File: src/design/ibp_pkg.sv
// ----------------------------------------------------------------------------
// ibp_pkg
// Shared types and constants for the instruction bundle packer.
// ----------------------------------------------------------------------------
package ibp_pkg;

  localparam int unsigned WordW     = 64;
  localparam int unsigned ReuseW    = 4;
  localparam int unsigned Slots     = 3;
  localparam int unsigned SlotBits  = 21;
  localparam int unsigned ReuseShift = 17;

  localparam logic [SlotBits-1:0] SlotBase = 21'h0007E0;
  localparam logic [WordW-1:0]    NopWord  = 64'h50B0000000070F00;

  // One closed bundle: instructions in arrival order, count is 1..3
  typedef struct packed {
    logic [Slots-1:0][WordW-1:0]  words;
    logic [Slots-1:0][ReuseW-1:0] reuse;
    logic [1:0]                   count;
    logic                         prog_end;
  } bundle_t;

  typedef struct packed {
    logic    valid;
    bundle_t data;
  } bundle_req_t;

endpackage

File: src/design/ibp_front.sv
// ----------------------------------------------------------------------------
// ibp_front
// Accepts instructions, holds up to two, and closes a bundle on the third
// instruction or on the last instruction of a program.
// ----------------------------------------------------------------------------
module ibp_front (
  input  logic                        clk_i,
  input  logic                        rst_ni,
  input  logic                        in_valid_i,
  output logic                        in_ready_o,
  input  logic [ibp_pkg::WordW-1:0]   instr_word_i,
  input  logic [ibp_pkg::ReuseW-1:0]  instr_reuse_i,
  input  logic                        is_last_i,
  input  logic                        q_full_i,
  output ibp_pkg::bundle_req_t        push_o
);
  import ibp_pkg::*;

  logic [WordW-1:0]  held_words_q [2];
  logic [ReuseW-1:0] held_reuse_q [2];
  logic [1:0]        count_q, count_d;
  logic              accept;
  logic              closes;

  assign in_ready_o = ~q_full_i;
  assign accept     = in_valid_i & in_ready_o;
  assign closes     = is_last_i | (count_q == 2'd2);

  always_comb begin
    count_d = count_q;
    if (accept) begin
      count_d = closes ? 2'd0 : count_q + 2'd1;
    end
  end

  always_ff @(posedge clk_i or negedge rst_ni) begin
    if (!rst_ni) begin
      count_q <= 2'd0;
    end else begin
      count_q <= count_d;
    end
  end

  always_ff @(posedge clk_i) begin
    if (accept && !closes) begin
      held_words_q[count_q[0]] <= instr_word_i;
      held_reuse_q[count_q[0]] <= instr_reuse_i;
    end
  end

  // Slot i takes a held entry below count, the incoming one at count
  always_comb begin
    push_o.valid         = accept & closes;
    push_o.data.count    = count_q + 2'd1;
    push_o.data.prog_end = is_last_i;
    push_o.data.words[2] = instr_word_i;
    push_o.data.reuse[2] = instr_reuse_i;
    push_o.data.words[1] = (count_q == 2'd2) ? held_words_q[1] : instr_word_i;
    push_o.data.reuse[1] = (count_q == 2'd2) ? held_reuse_q[1] : instr_reuse_i;
    push_o.data.words[0] = (count_q != 2'd0) ? held_words_q[0] : instr_word_i;
    push_o.data.reuse[0] = (count_q != 2'd0) ? held_reuse_q[0] : instr_reuse_i;
  end

endmodule

File: src/design/ibp_queue.sv
// ----------------------------------------------------------------------------
// ibp_queue
// Two-entry bundle queue between the front and back parts.
// ----------------------------------------------------------------------------
module ibp_queue (
  input  logic                 clk_i,
  input  logic                 rst_ni,
  input  ibp_pkg::bundle_req_t push_i,
  input  logic                 pop_i,
  output logic                 full_o,
  output logic                 empty_o,
  output ibp_pkg::bundle_t     head_o
);
  import ibp_pkg::*;

  bundle_t    entries_q [2];
  logic       wr_ptr_q, wr_ptr_d;
  logic       rd_ptr_q, rd_ptr_d;
  logic [1:0] fill_q, fill_d;
  logic       do_push, do_pop;

  assign full_o  = (fill_q == 2'd2);
  assign empty_o = (fill_q == 2'd0);
  assign head_o  = entries_q[rd_ptr_q];
  assign do_push = push_i.valid & ~full_o;
  assign do_pop  = pop_i & ~empty_o;

  always_comb begin
    wr_ptr_d = do_push ? ~wr_ptr_q : wr_ptr_q;
    rd_ptr_d = do_pop ? ~rd_ptr_q : rd_ptr_q;
    fill_d   = fill_q + {1'b0, do_push} - {1'b0, do_pop};
  end

  always_ff @(posedge clk_i or negedge rst_ni) begin
    if (!rst_ni) begin
      wr_ptr_q <= 1'b0;
      rd_ptr_q <= 1'b0;
      fill_q   <= 2'd0;
    end else begin
      wr_ptr_q <= wr_ptr_d;
      rd_ptr_q <= rd_ptr_d;
      fill_q   <= fill_d;
    end
  end

  always_ff @(posedge clk_i) begin
    if (do_push) begin
      entries_q[wr_ptr_q] <= push_i.data;
    end
  end

endmodule

File: src/design/ibp_back.sv
// ----------------------------------------------------------------------------
// ibp_back
// Streams the head bundle as four words: control word, instructions, NOPs.
// ----------------------------------------------------------------------------
module ibp_back (
  input  logic                      clk_i,
  input  logic                      rst_ni,
  input  logic                      empty_i,
  input  ibp_pkg::bundle_t          head_i,
  output logic                      pop_o,
  output logic                      out_valid_o,
  input  logic                      out_ready_i,
  output logic [ibp_pkg::WordW-1:0] out_word_o,
  output logic                      out_last_o,
  output logic                      program_end_o
);
  import ibp_pkg::*;

  logic [1:0]         idx_q, idx_d;
  logic               accept;
  logic [WordW-1:0]   ctrl;
  logic [SlotBits-1:0] field [Slots];

  assign out_valid_o = ~empty_i;
  assign accept      = out_valid_o & out_ready_i;
  assign out_last_o  = (idx_q == 2'd3);
  assign program_end_o = out_last_o & head_i.prog_end;
  assign pop_o       = accept & out_last_o;

  always_comb begin
    for (int i = 0; i < Slots; i++) begin
      field[i] = SlotBase;
      if (i < int'(head_i.count)) begin
        field[i] = SlotBase | {head_i.reuse[i], {ReuseShift{1'b0}}};
      end
    end
    ctrl = {1'b0, field[2], field[1], field[0]};
  end

  always_comb begin
    if (idx_q == 2'd0) begin
      out_word_o = ctrl;
    end else if (idx_q <= head_i.count) begin
      out_word_o = head_i.words[idx_q - 2'd1];
    end else begin
      out_word_o = NopWord;
    end
  end

  assign idx_d = accept ? idx_q + 2'd1 : idx_q;

  always_ff @(posedge clk_i or negedge rst_ni) begin
    if (!rst_ni) begin
      idx_q <= 2'd0;
    end else begin
      idx_q <= idx_d;
    end
  end

endmodule

File: src/design/instruction_bundle_packer_core.sv
// Order: a closing instruction's bundle is written into the queue; its
// control word shows once it heads the queue, then the single-word output
// port gives one word per cycle while out_ready_i is high, four words per
// bundle for up to 3 instructions; a two-bundle queue decouples the sides.
// Reset: asynchronous, active low; clears pending count, queue and word index.
// ----------------------------------------------------------------------------
// instruction_bundle_packer_core
// Packs shader instructions into four-word bundles with a control word.
// ----------------------------------------------------------------------------
module instruction_bundle_packer_core (
  input  logic                        clk_i,
  input  logic                        rst_ni,
  input  logic                        in_valid_i,
  output logic                        in_ready_o,
  input  logic [ibp_pkg::WordW-1:0]   instr_word_i,
  input  logic [ibp_pkg::ReuseW-1:0]  instr_reuse_i,
  input  logic                        is_last_i,
  output logic                        out_valid_o,
  input  logic                        out_ready_i,
  output logic [ibp_pkg::WordW-1:0]   out_word_o,
  output logic                        out_last_o,
  output logic                        program_end_o
);
  import ibp_pkg::*;

  bundle_req_t push;
  bundle_t     head;
  logic        q_full, q_empty, pop;

  ibp_front u_front (
    .clk_i        (clk_i),
    .rst_ni       (rst_ni),
    .in_valid_i   (in_valid_i),
    .in_ready_o   (in_ready_o),
    .instr_word_i (instr_word_i),
    .instr_reuse_i(instr_reuse_i),
    .is_last_i    (is_last_i),
    .q_full_i     (q_full),
    .push_o       (push)
  );

  ibp_queue u_queue (
    .clk_i  (clk_i),
    .rst_ni (rst_ni),
    .push_i (push),
    .pop_i  (pop),
    .full_o (q_full),
    .empty_o(q_empty),
    .head_o (head)
  );

  ibp_back u_back (
    .clk_i        (clk_i),
    .rst_ni       (rst_ni),
    .empty_i      (q_empty),
    .head_i       (head),
    .pop_o        (pop),
    .out_valid_o  (out_valid_o),
    .out_ready_i  (out_ready_i),
    .out_word_o   (out_word_o),
    .out_last_o   (out_last_o),
    .program_end_o(program_end_o)
  );

endmodule
File: config.mk
export PLATFORM = sky130hd
export DESIGN_NAME = instruction_bundle_packer_core
export DESIGN_NICKNAME = d
export VERILOG_FILES = /design/src/design/ibp_pkg.sv /design/src/design/ibp_front.sv /design/src/design/ibp_queue.sv /design/src/design/ibp_back.sv /design/src/design/instruction_bundle_packer_core.sv
export SDC_FILE = /design/constraint.sdc
export NUM_CORES = 1
export LEC_CHECK = 0
export ABC_AREA = 0
export BUFFER_PORTS_ARGS = -buffer_cell sky130_fd_sc_hd__buf_2
export CAP_MARGIN = 20
export CORE_MARGIN = 10
export CORE_UTILIZATION = 60
export DETAILED_ROUTE_END_ITERATION = 10
export GPL_TIMING_DRIVEN = 0
export PLACE_DENSITY = 0.79
export SYNTH_ARGS = -nofsm -noshare
export SYNTH_HDL_FRONTEND = slang
export SYNTH_SLANG_ARGS = --single-unit
export TNS_END_PERCENT = 20
File: constraint.sdc
create_clock -name clk_i -period 49.7 [get_ports clk_i]
set_input_delay 4.97 -clock clk_i [delete_from_list [all_inputs] [get_ports clk_i]]
set_output_delay 4.97 -clock clk_i [all_outputs]
set_load 0.005 [all_outputs]
==> results.sh <==
export IMPL_grt_setup_unrepaired="false"
export IMPL_synth_area_leader_cell="edfxtp_1"
export IMPL_dieHeight_um=212
export IMPL_cts_buffers=53
export IMPL_cts_setup_buffers=0
export IMPL_vias=11400
export IMPL_total_power_mw=1.65
export IMPL_worst_slew_pin_slew_ps=1100
export IMPL_layout_area_seq_sq_um=16700
export IMPL_num_io_pins=141
export IMPL_setup_tns_ps=0
export IMPL_hpwl_mm=32.0
export IMPL_syn_inst=1096
export IMPL_power_density_nw_per_um2=64.7
export IMPL_drv_cap=0
export IMPL_core_sq_um=36400
export IMPL_layout_nets=1422
export IMPL_ys_seq_area_frac=0.758
export IMPL_yosysMostFrequentCell="edfxtp_1"
export IMPL_min_period_over_period=0.188
export IMPL_hold_viol_final=0
export IMPL_setup_viol=0
export IMPL_antenna_found_initial=13
export IMPL_grt_start_max_net_pins=61
export IMPL_cp_start_kind="register"
export IMPL_htree_levels=2
export IMPL_cts_root_buf="clkbuf_16"
export IMPL_cp_end_kind="output port"
export IMPL_cts_tree="yes"
export IMPL_cp_max_fo=10
export IMPL_routed_via_density=6.17
export IMPL_relSlewSlack=0.267
export IMPL_syn_avg_cell_area_sq_um=20.1
export IMPL_grt_first_pass_wirelength_mm=72.4
export IMPL_synthTopCellsByArea="edfxtp_1 (75%), mux2_2 (10%), mux4_2 (6.5%)"
export IMPL_drt_first_pass_iters=5
export IMPL_syn_num_nets=1177
export IMPL_drive_gt1_frac=0.403
export IMPL_outcome="complete, no violations"
export IMPL_timing_hold_ws_ps=494
export IMPL_fmax_ghz=0.107
export IMPL_fin_crit_ps=9370
export IMPL_finClkSkew_ps=20.9
export IMPL_wl_per_cell_um=26.3
export IMPL_clock_sinks=558
export IMPL_cts_hold_buf=0
export IMPL_synth_commonest_cells="edfxtp_1 (550), mux2_2 (201), mux4_2 (64)"
export IMPL_grt_overflow_total=0
export IMPL_ctsResizeCount=0
export IMPL_ys_warn_count=0
export IMPL_syn_area_sq_um=22100
export IMPL_dieArea_sq_um=44800
export IMPL_routed_wl_mm=48.8
export IMPL_synth_edff_count=550
export IMPL_drc=0
export IMPL_criticalPathCategory="register to output port"
export IMPL_synth_distinct_cells=37
export IMPL_synth_seq_cells=558
export IMPL_yosysTopAreaCellShare=0.749
export IMPL_grt_use_total=0.219
export IMPL_grt_pass1_vias=11800
export IMPL_clk_path_buf_depth=3
export IMPL_synth_flop_cell="edfxtp_1"
export IMPL_ant_nets=0
export IMPL_slew_viol_final=0
export IMPL_place_congestion=0.761
export IMPL_vdd_drop_max_uv=49.9
export IMPL_multi_input_area_sq_um=5000
export IMPL_clk_pin_slew_worst_paths_ps=60
export IMPL_required_ps=44730
export IMPL_die_w_um=212
export IMPL_drt_iter0_drc=1211
export IMPL_async_reset_ff_frac=0.0143
export IMPL_initial_core_util=0.605
export IMPL_arrival_ps=4400
export IMPL_io_buffers=140
export IMPL_n_fill_cell=2192
export IMPL_hold_path_class="register to register"
export IMPL_clk_latency_ps=600
export IMPL_rows=70
export IMPL_p_leak_nw=8.66
export IMPL_rrSetupSlack_ps=46170
export IMPL_synthToLayoutAreaGrowth_pct=15.3
flip-flops by register name, summed over array words and instances, names as in the netlist:
register,cells
u_queue.wr_ptr_q,1
u_queue.fill_q,2
u_queue.rd_ptr_q,1
u_front.held_reuse_q,8
u_queue.entries_q,414
u_back.idx_q,2
u_front.count_q,2
u_front.held_words_q,128
path summary, 6_finish.rpt:
check | start | end | depth (start not counted)
max | u_queue.rd_ptr_q$_DFFE_PN0P_ | out_word_o[37] | 13
min | u_queue.fill_q[1]$_DFF_PN0_ | u_queue.fill_q[1]$_DFF_PN0_ | 1
max reg2reg | u_front.count_q[0]$_DFFE_PN0N_ | u_front.held_words_q[1][5]$_DFFE_PP_ | 10
min reg2reg | u_queue.fill_q[1]$_DFF_PN0_ | u_queue.fill_q[1]$_DFF_PN0_ | 1
max in group asynchronous | rst_ni | u_front.count_q[0]$_DFFE_PN0N_ | 1
min in group asynchronous | rst_ni | u_queue.fill_q[1]$_DFF_PN0_ | 1
layout by cell type (no fill, tap or decap), types with 13 or more instances in the layout:
cell type,netlist,final
mux2i_1,15,15
a22oi_1,37,37
nand2_1,13,13
buf_4,5,28
clkbuf_16,0,53
clkinv_1,0,13
nor2_1,37,37
buf_6,5,28
nand3_1,44,44
clkbuf_1,27,39
mux4_2,64,64
buf_2,17,157
edfxtp_1,550,550
mux2_2,201,201
cell families after synthesis:
group | count (synthesis) | synth area share
simple gates | 107 | 0.0221
xor+xnor | 5 | 0.00199
mux | 280 | 0.175
buf+inv | 71 | 0.0161
flops | 558 | 0.758
compound gates | 67 | 0.0224
fa+ha+maj | 8 | 0.00454
metal layers:
layer,vias up,share of wire,global-route usage,routed length (um)
met5,-,0.00082,0,40
met4,8,0.028,0.0831,1390
met3,98,0.078,0.0589,3830
met2,481,0.50,0.356,24400
met1,5882,0.39,0.278,19100
li1,4971,-,-,-
report_power, final:
group	switching (mW)	internal, mW
Combinational	0.374	0.260
Sequential	0.0195	0.629
Clock	0.164	0.200
Total	0.558	1.09
worst max-delay path, cell delays in order, from the launching register on:
cell      delay, ps
dfrtp_1         370
buf_6           130
buf_8           170
buf_6           200
buf_6           210
buf_4           290
mux2_2          370
ha_1            180
nor2b_1         190
o21ai_1         170
nand2_1         510
clkbuf_1        580
nor2_1          210
buf_2           180
per-stage QoR:
step / utilization / instances / cell area (sq um) / setup slack [ps]
3_3_place_gp: 0.641 / 1704 / 23300 / 21520
5_1_grt: 0.698 / 1852 / 25400 / 40230
6_report: 0.698 / 1855 / 25400 / 40330
4_1_cts: 0.697 / 1846 / 25400 / 40370
2_1_floorplan: - / 1096 / 22100 / 29620
3_5_place_dp: 0.656 / 1754 / 23900 / 41010
final cells by class:
class,count,area share
clock inverters,27,0.00605
flip-flops and latches,558,0.657
multi-input cells,467,0.197
clock buffers,65,0.0539
well taps,468,0.0230
inverters,8,0.00118
diodes,9,0.000885
plain buffers,63,0.0128
repair buffers,190,0.0484
Power figures use the tool's default switching activity.
